## config.mk

```make
export PLATFORM = sky130hd
export DESIGN_NAME = itws_ram
export DESIGN_NICKNAME = d
export VERILOG_FILES = /design/src/hw/rtl/itws_ram.sv
export SDC_FILE = /design/constraint.sdc
export NUM_CORES = 1
export LEC_CHECK = 0
export BUFFER_PORTS_ARGS = -buffer_cell sky130_fd_sc_hd__buf_2
export CORE_ASPECT_RATIO = 0.9
export CORE_MARGIN = 5
export CORE_UTILIZATION = 65
export CTS_BUF_LIST = sky130_fd_sc_hd__clkbuf_16
export DETAILED_ROUTE_END_ITERATION = 8
export HOLD_SLACK_MARGIN = 0.06
export PLACE_DENSITY = 0.9
export SYNTH_ARGS = -nofsm -noshare
export SYNTH_HDL_FRONTEND = slang
export SYNTH_SLANG_ARGS = --single-unit
```

## constraint.sdc

```tcl
create_clock -name clk -period 7.2 [get_ports clk]
set_clock_uncertainty 0.15 [all_clocks]
set_input_delay 0.36 -clock clk [delete_from_list [all_inputs] [get_ports clk]]
set_output_delay 0.36 -clock clk [all_outputs]
set_load 0.05 [all_outputs]
```

## src/hw/rtl/itws_ram.sv

```systemverilog
`timescale 1ns / 1ps

module itws_ram #(
  parameter int WIDTH = 32,
  parameter int DEPTH = 16,
  localparam int ADDR_W = (DEPTH > 1) ? $clog2(DEPTH) : 1
) (
  input  logic              clk,
  input  logic              we,
  input  logic [ADDR_W-1:0] waddr,
  input  logic [WIDTH-1:0]  wdata,
  input  logic [ADDR_W-1:0] raddr,
  output logic [WIDTH-1:0]  rdata
);

  logic [WIDTH-1:0] mem_r [DEPTH];
  logic [WIDTH-1:0] rdata_r;

  always_ff @(posedge clk) begin
    if (we) begin
      mem_r[waddr] <= wdata;
    end
    rdata_r <= mem_r[raddr];
  end

  assign rdata = rdata_r;

endmodule

```

======== Yosys cells after proc, flatten, opt, wreduce, memory -nomap -nowiden ========
Memories as Yosys holds them, arrays and structs flattened. A register that Yosys moved wholly into a read port is not among the register bits.
Cells that the tools add are included.
W data, S select, Z words.
word-level totals
  memory bits (read-only) ................. 0
  word-level logic and storage cells ...... 3
  memory bits (writable) .................. 512
  register bits after elaboration ......... 0
  bits in latches ......................... 0
  input port bits ......................... 42
  memories kept ........................... 1
operators by class
  equal/unequal tests ..................... 0
  add/sub/neg operators ................... 0
  shift operators ......................... 0
  $mul .................................... 0
  bitwise operators ....................... 0
  div/mod/pow operators ................... 0
  reductions and logical operators ........ 0
  magnitude comparators ................... 0
  multiplexer cells ....................... 2
memories
  name   depth  bits a word  read ports  clocked after Yosys merged registers in  write ports  RTL line  RTL
  mem_r  16     32           1           1                                        1            16        logic [WIDTH-1:0] mem_r [DEPTH];
operators by type and width
  operator  count
  $mux W1   2

======== Logic depth before layout (Yosys ltp) ========
  depth in word-level cells ............... 2
  gate-level depth with buffers ........... 5
  mapped depth without buffers ............ 3

======== Least setup slack after synthesis ========
Ideal clock, no wire load.
  path kind ............................... in2reg
  start ................................... input port waddr[2]
  end ..................................... memory mem_r[0][0] (enable)
  setup slack ............................. 3.510 ns
  data required time ...................... 6.589 ns
  buffers on the path ..................... 0
  stages on the path ...................... 2
  setup time .............................. 0.461 ns
  arrival ................................. 3.078 ns
  path through ............................ or3b_2 -> nor3_1
RTL lines
  item         RTL line  RTL
  from (decl)  10        input logic [ADDR_W-1:0] waddr,
  to (decl)    16
No word-level cell before the write port.

==> impl_results.md <==
* Status: complete, no violations
* Hold Path Class: input port to flop
* Post-synthesis simple-gate area fraction at 1.27%
* Worst-margin pin slew at 1.26 ns
* First-pass GRT wire length at 65300 µm
* Grt total ovfl at 0
* I/O pins at 74
* Leakage at 7.38 nW
* Synth area leader: edfxtp_1
* CP peak stage delay at 0.92 ns
* Final instance area at 22600 µm²
* Antenna viol nets, final at 0
* Syn_nets at 880
* Bufs and invs on worst path at 2
* GRT Overall Usage at 26.4%
* Cts bufs inserted at 49
* Clock Path Buffers at 3
* WL final at 44500 µm
* Critical path, cell by cell: buf_4, buf_4, mux4_2, a22oi_1, nand2_1
* Vias in the first global route at 10082
* Setup TNS at 0 ns
* Post-CTS Setup Inserts at 0
* Post-synthesis mux area share at 14.5%
* Cell mode on critical path: buf_4
* Adder-cell share of the synthesized area at 0%
* H-tree depth at 2
* Post-CTS Hold Fix Bufs at 31
* Family with the most delay on the worst path: buffers and inverters
* DR vias at 9427
* Pwr per Cell Area at 285 nW/µm²
* Arr. time, crit path at 2.75 ns
* Die ar. at 34100 µm²
* Largest family of logic cells by synthesized area: multiplexers
* Tmin final at 2.47 ns
* Max Slew Vio Count at 0
* Gp weighted congestion at 0.706
* Max_cap viols at 0
* Diode count at 0
* Flops & latches, synth at 544
* Nets at 1013
* Synthesized cell area at 19900 µm²
* CTS resizes at 0
* Sink Count at 544
* Synth area leaders: edfxtp_1 77%, mux4_2 15%, dfxtp_1 3.2%, a22oi_1 2.4%, nand2_1 0.62%
* DR pass1 iterations at 6
* Ys Warns at 0
* Crit start category: input port
* Crit Path Class: input port to flop
* Port bufs at 73
* DPL Wire Length at 21300 µm
* DP Area at 20800 µm²
* CTS tree: done
* Gate Count Post-Synth at 838
* Count of cell types in the netlist at 18
* Largest net degree at the start of global routing at 71
* Sequential fraction of the synthesis area at 80.7%
* CTS root buf: clkbuf_16
* Avg Cell Area, Syn at 23.7 µm²
* Initial Util at 66.1%
* Final setup fails at 0
* Initial antenna violation count at 0
* Post-route DRC at 0
* Critical Path End Type: flop
* Slew HR at 15.8%
* RSZ-0062 raised after global routing: false
* Layout cells sized above 1 at 30.2%
* Core Footprint at 30000 µm²
* Layout area overhead at 14.1%
* IR drop worst, VDD at 0.235 mV
* Post-synthesis compound-gate area fraction at 2.42%
* Period utilization at 34.4%
* Yosys top cell area share at 77.4%
* Die height at 176 µm
* Via/cell ratio at 6.66
* Die W at 194 µm
* Iter 0 DRT Violations at 1198
* Slowest CP cell: buf_4
* Worst-skew pair later-pin latency at 0.57 ns
* Clock transition at path regs at 0.06 ns
* Post-synthesis xor/xnor area fraction at 0%
* Worst endpoint required time at 7.47 ns
* Drt wl/cell at 31.4 µm
* FMAX at 404 MHz
* Final hold vios at 0
* Crit-path max FO at 70
* Site Rows at 60
state kept, by name, summed over array words and instances, names as in the netlist:
| signal | count |
|---|---|
| mem_r | 512 |
| rdata | 32 |
final timing paths:
path	startpoint	endpoint	slack [ns]	cells after the start
hold reg to reg	mem_r[15][0]$_DFFE_PP_	rdata[0]$_DFF_P_	0.52	3
setup reg to reg	mem_r[0][3]$_DFFE_PP_	rdata[3]$_DFF_P_	5.59	3
setup / recovery	raddr[1]	rdata[27]$_DFF_P_	4.73	5
hold / removal	wdata[3]	mem_r[9][3]$_DFFE_PP_	0.07	1
routing by layer:
metal  track usage (%)  vias up  wire [µm]
li1                  -     3839          -
met1              33.6     4950      15200
met2              48.1      546      24500
met3              4.39       92       3660
met4              7.23        0       1090
met5                 0        -          0
synth_stat cells (all sizes together):
| cell type | n |
|---|---|
| edfxtp | 512 |
| mux4 | 128 |
| a22oi | 64 |
| nand2 | 33 |
| dfxtp | 32 |
| buf | 26 |
| clkbuf | 17 |
| nor2 | 13 |
| nor3 | 4 |
| nand2b | 2 |
| nand3b | 2 |
| nor2b | 2 |
| and2 | 1 |
| nand3 | 1 |
| or3b | 1 |
logic make-up after synthesis:
family / after synthesis
muxes: 128
buffers and inverters: 43
AOI/OAI and AO/OA: 64
and+or+nand+nor: 59
DFF: 544
cell type report:
| class | instances | area (µm²) |
|---|---|---|
| clock buffers | 51 | 1280 |
| clock inverters | 41 | 259 |
| fillers | 1551 | 7380 |
| multi-input cells | 251 | 3750 |
| flip-flops and latches | 544 | 16000 |
| well taps | 403 | 504 |
| repair buffers | 125 | 845 |
power by group:
group	internal, mW	switching [mW]	total, mW
Combinational	0.135	0.256	0.391
Clock	1.39	1.11	2.50
Sequential	3.54	0.0269	3.57
per-stage QoR:
step / utilization (%) / power (mW) / cells / hold slack, ns / worst slack [ns]
after floorplan: - / 3.87 / 838 / 0.309 / 3.51
after global placement: 69.3 / 3.98 / 1292 / 0.496 / 4.27
after detailed placement: 69.3 / 4.00 / 1292 / 0.504 / 4.19
after CTS: 75.4 / 6.49 / 1415 / 0.0640 / 4.76
after global routing: 75.4 / 6.66 / 1415 / 0.0636 / 4.63
final: 75.4 / 6.46 / 1415 / 0.0733 / 4.73
cell usage in the layout, fill, tap and decap left out, drive strengths merged, types with 3 or more instances in the layout:
cell type,instances
edfxtp,512
mux4,128
buf,93
a22oi,64
clkbuf,52
nand2,33
dfxtp,32
dlygate4sd3,31
inv,19
clkinv,17
nor2,13
nor3,4
bufinv,3
Note: power is estimated with default switching activity, not from simulation.
