[config.mk]
export PLATFORM = sky130hd
export DESIGN_NAME = itws_calc
export DESIGN_NICKNAME = d
export VERILOG_FILES = /design/src/hw/rtl/itws_pkg.sv /design/src/hw/rtl/itws_calc.sv
export SDC_FILE = /design/constraint.sdc
export NUM_CORES = 1
export LEC_CHECK = 0
export ABC_AREA = 1
export BUFFER_PORTS_ARGS = -buffer_cell sky130_fd_sc_hd__buf_2
export CAP_MARGIN = 10
export CELL_PAD_IN_SITES_DETAIL_PLACEMENT = 0
export CELL_PAD_IN_SITES_GLOBAL_PLACEMENT = 1
export CORE_MARGIN = 10
export CORE_UTILIZATION = 30
export DETAILED_ROUTE_END_ITERATION = 8
export PLACE_DENSITY_LB_ADDON = 0.1
export RECOVER_POWER = 25
export SYNTH_ARGS = -nofsm -noshare
export SYNTH_HDL_FRONTEND = slang
export SYNTH_SLANG_ARGS = --single-unit
[constraint.sdc]
create_clock -name vclk -period 3.8
set_input_delay 0.19 -clock vclk [all_inputs]
set_output_delay 0.19 -clock vclk [all_outputs]
set_load 0.02 [all_outputs]
[src/hw/rtl/itws_pkg.sv]
`timescale 1ns / 1ps

package itws_pkg;

  localparam int SLOT_W = 4;
  localparam int TS_W   = 32;
  localparam int SUM_W  = 36;
  localparam int CNT_W  = 5;

  localparam logic REQ_START = 1'b0;
  localparam logic REQ_STOP  = 1'b1;

  typedef enum logic [1:0] {
    STATUS_STARTED  = 2'd0,
    STATUS_RECORDED = 2'd1,
    STATUS_IGNORED  = 2'd2
  } status_t;

  // what the finishing request sees of the slot
  typedef struct packed {
    logic is_stop;
    logic slot_ok;
    logic running;
    logic full;
  } ctx_t;

  // state changes decided for the finishing request
  typedef struct packed {
    logic start;
    logic record;
  } upd_t;

  typedef struct packed {
    logic [SLOT_W-1:0] slot_out;
    status_t           status;
    logic [TS_W-1:0]   duration;
    logic [SUM_W-1:0]  window_sum;
    logic [CNT_W-1:0]  window_count;
  } result_t;

endpackage

[src/hw/rtl/itws_calc.sv]
`timescale 1ns / 1ps

module itws_calc #(
  parameter int WINDOW = 16,
  localparam int CW = $clog2(WINDOW + 1),
  localparam int RW = (WINDOW > 1) ? $clog2(WINDOW) : 1
) (
  input  itws_pkg::ctx_t                    ctx,
  input  logic [itws_pkg::SLOT_W-1:0]       slot,
  input  logic [itws_pkg::TS_W-1:0]         timestamp,
  input  logic [itws_pkg::TS_W-1:0]         start_stamp,
  input  logic [itws_pkg::SUM_W-1:0]        sum_rdata,
  input  logic [itws_pkg::TS_W-1:0]         old_value,
  input  logic [CW-1:0]                     fill_cur,
  input  logic [RW-1:0]                     repl_cur,
  output itws_pkg::result_t                 result,
  output itws_pkg::upd_t                    upd,
  output logic [itws_pkg::SUM_W-1:0]        new_sum,
  output logic [itws_pkg::TS_W-1:0]         dur,
  output logic [CW-1:0]                     fill_nxt,
  output logic [RW-1:0]                     repl_nxt
);

  localparam int SUM_W = itws_pkg::SUM_W;

  logic [SUM_W-1:0] sum_cur;
  logic [SUM_W-1:0] sub_val;
  logic [CW-1:0]    cnt_sel;
  logic [31:0]      cnt_ext;

  // sum store holds nothing for a slot until its first recorded stop
  assign sum_cur = (fill_cur == '0) ? '0 : sum_rdata;
  assign dur     = timestamp - start_stamp;
  assign sub_val = ctx.full ? SUM_W'(old_value) : '0;
  assign new_sum = sum_cur - sub_val + SUM_W'(dur);

  assign upd.start  = ctx.slot_ok && !ctx.is_stop && !ctx.running;
  assign upd.record = ctx.slot_ok && ctx.is_stop && ctx.running;

  assign fill_nxt = ctx.full ? fill_cur : fill_cur + 1'b1;

  always_comb begin
    repl_nxt = repl_cur;
    if (ctx.full) begin
      repl_nxt = (repl_cur == RW'(WINDOW - 1)) ? '0 : repl_cur + 1'b1;
    end
  end

  assign cnt_sel = upd.record ? fill_nxt : fill_cur;
  assign cnt_ext = 32'(cnt_sel);

  always_comb begin
    result.slot_out     = slot;
    result.status       = itws_pkg::STATUS_IGNORED;
    result.duration     = '0;
    result.window_sum   = '0;
    result.window_count = '0;
    if (ctx.slot_ok) begin
      result.window_sum   = sum_cur;
      result.window_count = cnt_ext[itws_pkg::CNT_W-1:0];
      if (upd.start) begin
        result.status = itws_pkg::STATUS_STARTED;
      end else if (upd.record) begin
        result.status     = itws_pkg::STATUS_RECORDED;
        result.duration   = dur;
        result.window_sum = new_sum;
      end
    end
  end

endmodule

# Yosys cells after proc, flatten, opt, wreduce, memory -nomap -nowiden
# Index checks and enable logic that the tools add are counted.
[word_totals]
input_bits = 149
elab_cells = 23
reg_bits = 0
out_inout_bits = 158
[classes]
eq_ne = 1
n_reduce_logical = 7
n_mux = 10
add_sub_neg = 5
[ops]
columns = ["operator", "n"]
rows = [
  ["$mux 75", 1],
  ["$mux 70", 1],
  ["$mux 68", 1],
  ["$add 36x32->36", 1],
  ["$mux 36", 1],
  ["$sub 36x32->36", 1],
  ["$mux 32", 1],
  ["$sub 32x32->32", 1],
  ["$mux 5", 2],
  ["$mux 4", 2],
  ["$add 5x1->5 const B", 1],
  ["$logic_not 5->1", 1],
  ["$add 4x1->4 const B", 1],
  ["$eq 4x4->1 const B", 1],
  ["$logic_and 1x1->1", 4],
  ["$logic_not 1->1", 2],
  ["$mux 2", 1],
]

# Depth between registers and ports, before layout
# Gate-level depths: netlist of run 1.
[depth]
ltp_word = 7
mapped_depth = 29
mapped_depth_nobuf = 29

# Worst setup path after synthesis of run 1
# OpenSTA, ideal clock, no wires.
[synth_path]
kind = "input -> output"
startpoint = "in timestamp[0] in the netlist's numbering"
endpoint = "out result[37] in the netlist's numbering"
setup_slack_ps = -142
arrival_time_ps = 3752
cell_stages = 26
required_time_ps = 3610
cell_sequence = "inv_1 -> ha_1 -> inv_1 -> fa_1 -> nand2_1 -> nand2_1 -> o21ai_2 -> o21bai_4 -> nand2_1 -> nand2_1 -> nand2_1 -> nand2_1 -> nand2_1 -> inv_1 -> nor2_1 -> fa_1 -> ha_1 -> nand2_1 -> inv_1 -> a21oi_1 -> a21oi_1 -> nor2_1 -> nand3_1 -> nand3_1 -> nand2_1 -> nor2_1"
[synth_rtl]
columns = ["element", "line_no", "source"]
rows = [
  ["start, declared", "itws_calc.sv:10", "input logic [itws_pkg::TS_W-1:0] timestamp,"],
  ["end, declared", "itws_calc.sv:16", "output itws_pkg::result_t result,"],
]

==> results by group, run 1 <==
Outcome
  • Outcome: complete, but fails checks
  • Failing checks: setup timing

Route
  • Via count: ~9.8k
  • 1st-pass router iterations: 5
  • DR iter-0 viols: 529
  • DR DRC count: 0
  • WL final: 34400 um
  • Routed Antenna Nets: 0
  • DR vias/cell: 4.68
  • WL/cell: 16.4 um

Floorplan
  • Die Wd: 171 um
  • Die ar.: 29200 um^2
  • Die H: 171 um
  • Starting density of the core: a little under a third
  • Core Rows: 55
  • Core area: 22500 um^2
  • IO Pins: a little over 300

STA
  • Hold Slack: ~0.38 ns
  • Final min period: around 4 ns
  • F_max: around 250 MHz
  • Max_slew headroom: approximately 61%
  • Worst-Margin Slew: slightly below 0.6 ns
  • Final worst path period share: 104%
  • Min setup slack post-route: -0.143 ns
  • Final slew viol count: 0
  • TNS Setup: -1.65 ns
  • Final hold vios: 0
  • RSZ-0062 raised after global routing: true
  • Final setup fails: 25

Synthesis
  • Post-synthesis sequential area ratio: 0%
  • Syn_area_per_cell: around 5.3 um^2
  • Mapped Nets: between 1.5k and 2k
  • Post-Syn Instances: 1288
  • Syn Std Cell Area: 6820 um^2
  • Distinct cells, synth: 44
  • Synth warn: 0

Worst setup path
  • Arrival time at the worst endpoint: roughly 3.8 ns
  • Setup crit end: result[24]
  • CP Launch Point: timestamp[0]
  • Critical Path RT: roughly 3.6 ns
  • Crit. End Element: output port
  • CP Max Fanout: 4
  • Setup CP Type: input pin to output port
  • Startpoint Class: input pin

Cells and area
  • Layout Cells excl Fill: 2097
  • Clk_buf instances: 0
  • FFs & Latches: 0
  • Final nets: ~2.1k
  • P&R area growth vs syn: 83.3%
  • Register area: 0 um^2
  • Layout cells sized above 1: approximately half
  • Fillers: approximately 2.4k

GRT
  • Overall routing resource usage: a little over a fifth
  • Initial antenna violation count: 3
  • Vias in the first global route: 9853
  • Total congestion overflow: 0
  • Global-route wire length before repair: roughly 52000 um
  • Largest net degree at the start of global routing: between 60 and 70

Power
  • Pleak: about 7.0 nW
  • Reg power frac: 0%
  • P_int: around 3 mW
  • Maximum vdd ir drop: about 0.26 mV
  • Clk pwr share: 0%
  • PD cells: 541 nW/um^2
  • Sw Share: a little under three fifths
  • Combinational share of power: between 90% and 100%
  • Sw Pwr: ~3.8 mW

Flow run
  • Maxcap violations: 0

Place
  • # placed instances: approximately 2.1k
  • RePlAce Congestion: approximately 0.95
  • HPWL Detailed: between 20000 and 30000 um
  • IO buf count: ~300

Min path
  • Hold crit path type: input pin to output port
## worst max-delay path, stage by stage
cell,delay (ns)
buf_6,0.10
inv_4,0.05
ha_4,0.13
inv_4,0.04
fa_2,0.38
nand2_2,0.09
nand2_2,0.06
o21ai_4,0.09
o21ai_2,0.10
nand2_1,0.08
nand2_2,0.07
xor2_1,0.19
inv_1,0.10
fa_1,0.51
ha_4,0.32
nand2_2,0.10
inv_1,0.11
nand2_4,0.08
nor2_4,0.13
nand4_1,0.14
nand3_4,0.20
xor2_4,0.23
o21ai_1,0.09
inv_1,0.08
buf_6,0.11
## per-layer routing
| metal | GRT usage (%) | up-vias | share of wire (%) |
|---|---|---|---|
| li1 | - | 4991 | - |
| met2 | 39.8 | 277 | 48 |
| met3 | 2.70 | 25 | 5.5 |
| met4 | 2.10 | 0 | 1.5 |
| met5 | 0 | - | 0 |
| met1 | 28.0 | 4515 | 45 |
## worst min path at each step
stage	start	endpoint	slack, ns	cells after the start
2_1_floorplan	ctx[1]	upd[1]	0.47	1
6_report	slot[2]	result[77]	0.38	0
3_3_place_gp	slot[1]	result[76]	0.38	0
5_1_grt	slot[0]	result[75]	0.38	0
3_5_place_dp	slot[1]	result[76]	0.38	0
4_1_cts	slot[1]	result[76]	0.38	0
## power by group through the flow
stage / combinational [mW] / sequential (mW) / clock (mW)
2_1_floorplan: 2.74 / 0 / 0
3_3_place_gp: 4.93 / 0 / 0
3_5_place_dp: 4.93 / 0 / 0
4_1_cts: 5.67 / 0 / 0
5_1_grt: 7.28 / 0 / 0.0000000704
6_report: 6.77 / 0 / 0.000000106
## stage by stage
step / utilization [%] / area [um^2] / setup slack [ns] / total power [mW]
6_report: 55.5 / 12500 / -0.143 / 6.77
5_1_grt: 55.5 / 12500 / -0.423 / 7.28
4_1_cts: 50.1 / 11300 / -0.0971 / 5.67
3_5_place_dp: 45.0 / 10100 / -0.418 / 4.93
3_3_place_gp: 45.0 / 10100 / -0.398 / 4.93
2_1_floorplan: - / 6850 / -0.0119 / 2.74
## layout make-up
class | count | area (um^2) | area share, %
Multi-Input combinational cell | 979 | 7410 | 59.3
Timing Repair Buffer | 546 | 3640 | 29.1
Antenna cell | 3 | 7.51 | 0.0601
Inverter | 284 | 1080 | 8.61
Tap cell | 285 | 357 | 2.85
## repair_timing
item,in CTS,in global routing
setup endpoints to repair,53,58
hold buffers,0,0
gates resized for setup,205,286
pin swaps,54,93
setup buffers,27,22
## cell families (layout without fill, tap and decap cells)
family / Yosys count / in the layout / share of synthesized area [%]
xor gates and xnor gates: 43 / 43 / 5.52
AOI/OAI and AO/OA: 185 / 185 / 14.9
buffers and inverters: 309 / 830 / 17.6
and+or+nand+nor: 648 / 648 / 39.4
adders and majority gates: 103 / 103 / 22.5
other: 0 / 3 / 0
## synth_stat cells (all sizes together), types with 2 or more instances
library cell	instances	area share, %
fa	33	9.7
nor3	23	1.9
inv	284	16
clkbuf	16	1.1
a31oi	3	0.28
o21bai	14	1.7
buf	9	0.88
or2	2	0.18
o21ai	84	6.3
a21o	4	0.44
nand4	5	0.55
nor2	129	7.3
a21oi	74	5.5
xor2	33	4.2
xnor2	10	1.3
nand3	65	5.2
ha	70	13
nand2	415	23
a21boi	2	0.22
nand3b	7	0.77
## layout by cell type, fill, tap and decap left out, types with 34 or more instances in the layout
cell type	count
buf_4	252
nand2_1	308
a21oi_2	36
o21ai_0	56
nor2_1	94
ha_4	46
nand2_2	86
inv_2	34
buf_2	251
buf_6	40
nand3_1	43
inv_1	246
No activity file was read; power rests on OpenSTA's default activity.
==> run 2: changes to the inputs <==
GPL_TIMING_DRIVEN = 0   (was default)
SKIP_LAST_GASP = 1   (was default)
==> run 2 against run 1 <==
Effect of this change:
- the run still ends with setup timing left
- first-iteration DRC count shrank 22%
- non-clock buffer count fell by 151
- sequential share of layout area is the same
- largest power group unchanged
- via count shrank 4.9%
- fmax about the same
- hold slack better by 0.26 ns
- worst setup slack lost 0.0035 ns
- highest routed layer is now met5
- critical path type unchanged
- critical path depth increased by 5
==> results by group, run 2 (synthesized netlist as in run 1, its figures left out) <==
Worst setup path
  • Critical Path RT: around 3.6 ns
  • CP Max Fanout: 4
  • Crit. End Element: output port
  • Top delay family on crit path: adder cells
  • Startpoint Class: input pin
  • Buf/Inv on CP: 7
  • Arrival time at the worst endpoint: between 3 and 4 ns
  • Setup CP Type: input pin to output port
  • Slowest cell on crit path: fa_1
  • CP Launch Point: timestamp[0]
  • Max stage delay on crit path: ~0.57 ns
  • Crit path top cell by count: nand2_2

Min path
  • Hold path start: slot[1]
  • Hold crit path type: input pin to output port

STA
  • RSZ-0062 raised after global routing: true
  • Min setup slack post-route: -0.147 ns
  • Final slew viol count: 0
  • Final min period: slightly below 4 ns
  • Final hold vios: 0
  • Worst-Margin Slew: roughly 0.70 ns
  • TNS Setup: -1.54 ns
  • Max_slew headroom: a little over half
  • Hold Slack: 0.644 ns
  • Final worst path period share: 104%
  • Final setup fails: 26
  • F_max: 253 MHz

Floorplan
  • Die H: 171 um
  • Core Rows: 55
  • Die ar.: about 30000 um^2
  • Starting density of the core: a little under a third
  • IO Pins: 307
  • Die Wd: ~170 um
  • Core area: about 23000 um^2

Flow run
  • Maxcap violations: 0

GRT
  • GRT busiest layer: met2
  • Vias in the first global route: between 9k and 10k
  • Met2 Usage GRT: roughly two fifths
  • Initial antenna violation count: 3
  • Largest net degree at the start of global routing: 11
  • M3 GR Usage: under 10%
  • Global-route wire length before repair: 50700 um
  • Total congestion overflow: 0
  • Grt met1 use: 27.1%
  • Overall routing resource usage: 21.9%

Power
  • PD cells: ~540 nW/um^2
  • Maximum vdd ir drop: between 0.2 and 0.3 mV
  • Pleak: around 6.3 nW

Cells and area
  • Layout Cells excl Fill: about 2k
  • FFs & Latches: 0
  • Final nets: 1912
  • Register area: 0 um^2
  • P&R area growth vs syn: 75.5%
  • Fillers: about 2.3k
  • Commonest non-fill, non-tap cell in the layout: nand2_1
  • Area of the multi-input gates: 8100 um^2
  • Layout cells sized above 1: between 40 and 50%
  • Most frequent cells in the layout: nand2_1, buf_2, inv_1
  • Clk_buf instances: 0

Clock tree
  • Hold Buf Count CTS: 0

Route
  • 1st-pass router iterations: 5
  • Via count: between 9k and 10k
  • DR iter-0 viols: around 400
  • WL/cell: between 15 and 20 um
  • DR DRC count: 0
  • DR vias/cell: 4.80
  • Routed Antenna Nets: 0
  • WL final: approximately 35000 um

Place
  • RePlAce Congestion: slightly above 0.9
  • HPWL Detailed: 29300 um
  • # placed instances: roughly 1.9k
  • IO buf count: 303

Outcome
  • Failing checks: setup timing
  • Outcome: complete, but fails checks
[run 2: cell count changes in the layout (fill, tap and decap cells not counted), moves of 8 or more]
cell,previous run,this run
a21oi_4,8,20
inv_2,34,42
nand2_1,308,263
inv_1,246,230
nand2_4,21,45
nand2_2,86,105
clkbuf_1,1,26
buf_4,252,81
a21oi_1,30,22
[run 2: worst paths after layout]
| kind | cells past startpoint | slack, ns | to |
|---|---|---|---|
| worst max-delay path | 30 | -0.15 | result[40] |
| worst min-delay path | 2 | 0.64 | result[76] |
[run 2: area by class of cell]
type                       count  share of cell area [%]
multi-input combinational    979                    67.7
timing repair buffer         370                    18.9
inverter                     284                    9.18
tap                          285                    2.98
buffer                        25                    1.19
antenna                        1                  0.0209
[run 2: what timing repair did]
action                     in CTS  in global routing
setup endpoints to repair      52                 54
buffers inserted               24                 43
gates resized for setup       255                415
pin swaps                      74                116
[run 2: layer usage]
metal	vias to the layer above	routed length [um]
li1	4697	-
met1	4321	15000
met2	266	17400
met3	35	2030
met4	4	550
met5	-	18
[run 2: power by group]
part / switching (mW) / total (mW) / leakage (nW) / internal (mW)
clock: 0 / 0.0000000353 / 0.00000634 / 0.0000000353
sequential: 0 / 0 / 0 / 0
combinational: 3.90 / 6.51 / 6.31 / 2.62
[run 2: per-stage QoR]
stage	power, mW	instance area, um^2	utilization, %	worst slack [ns]
floorplan	2.74	6850	-	-0.0119
global placement	4.11	8720	38.8	-0.704
detailed placement	4.11	8720	38.8	-0.660
CTS	4.96	10000	44.6	-0.190
global route	6.96	12000	53.2	-0.361
finish	6.51	12000	53.2	-0.147
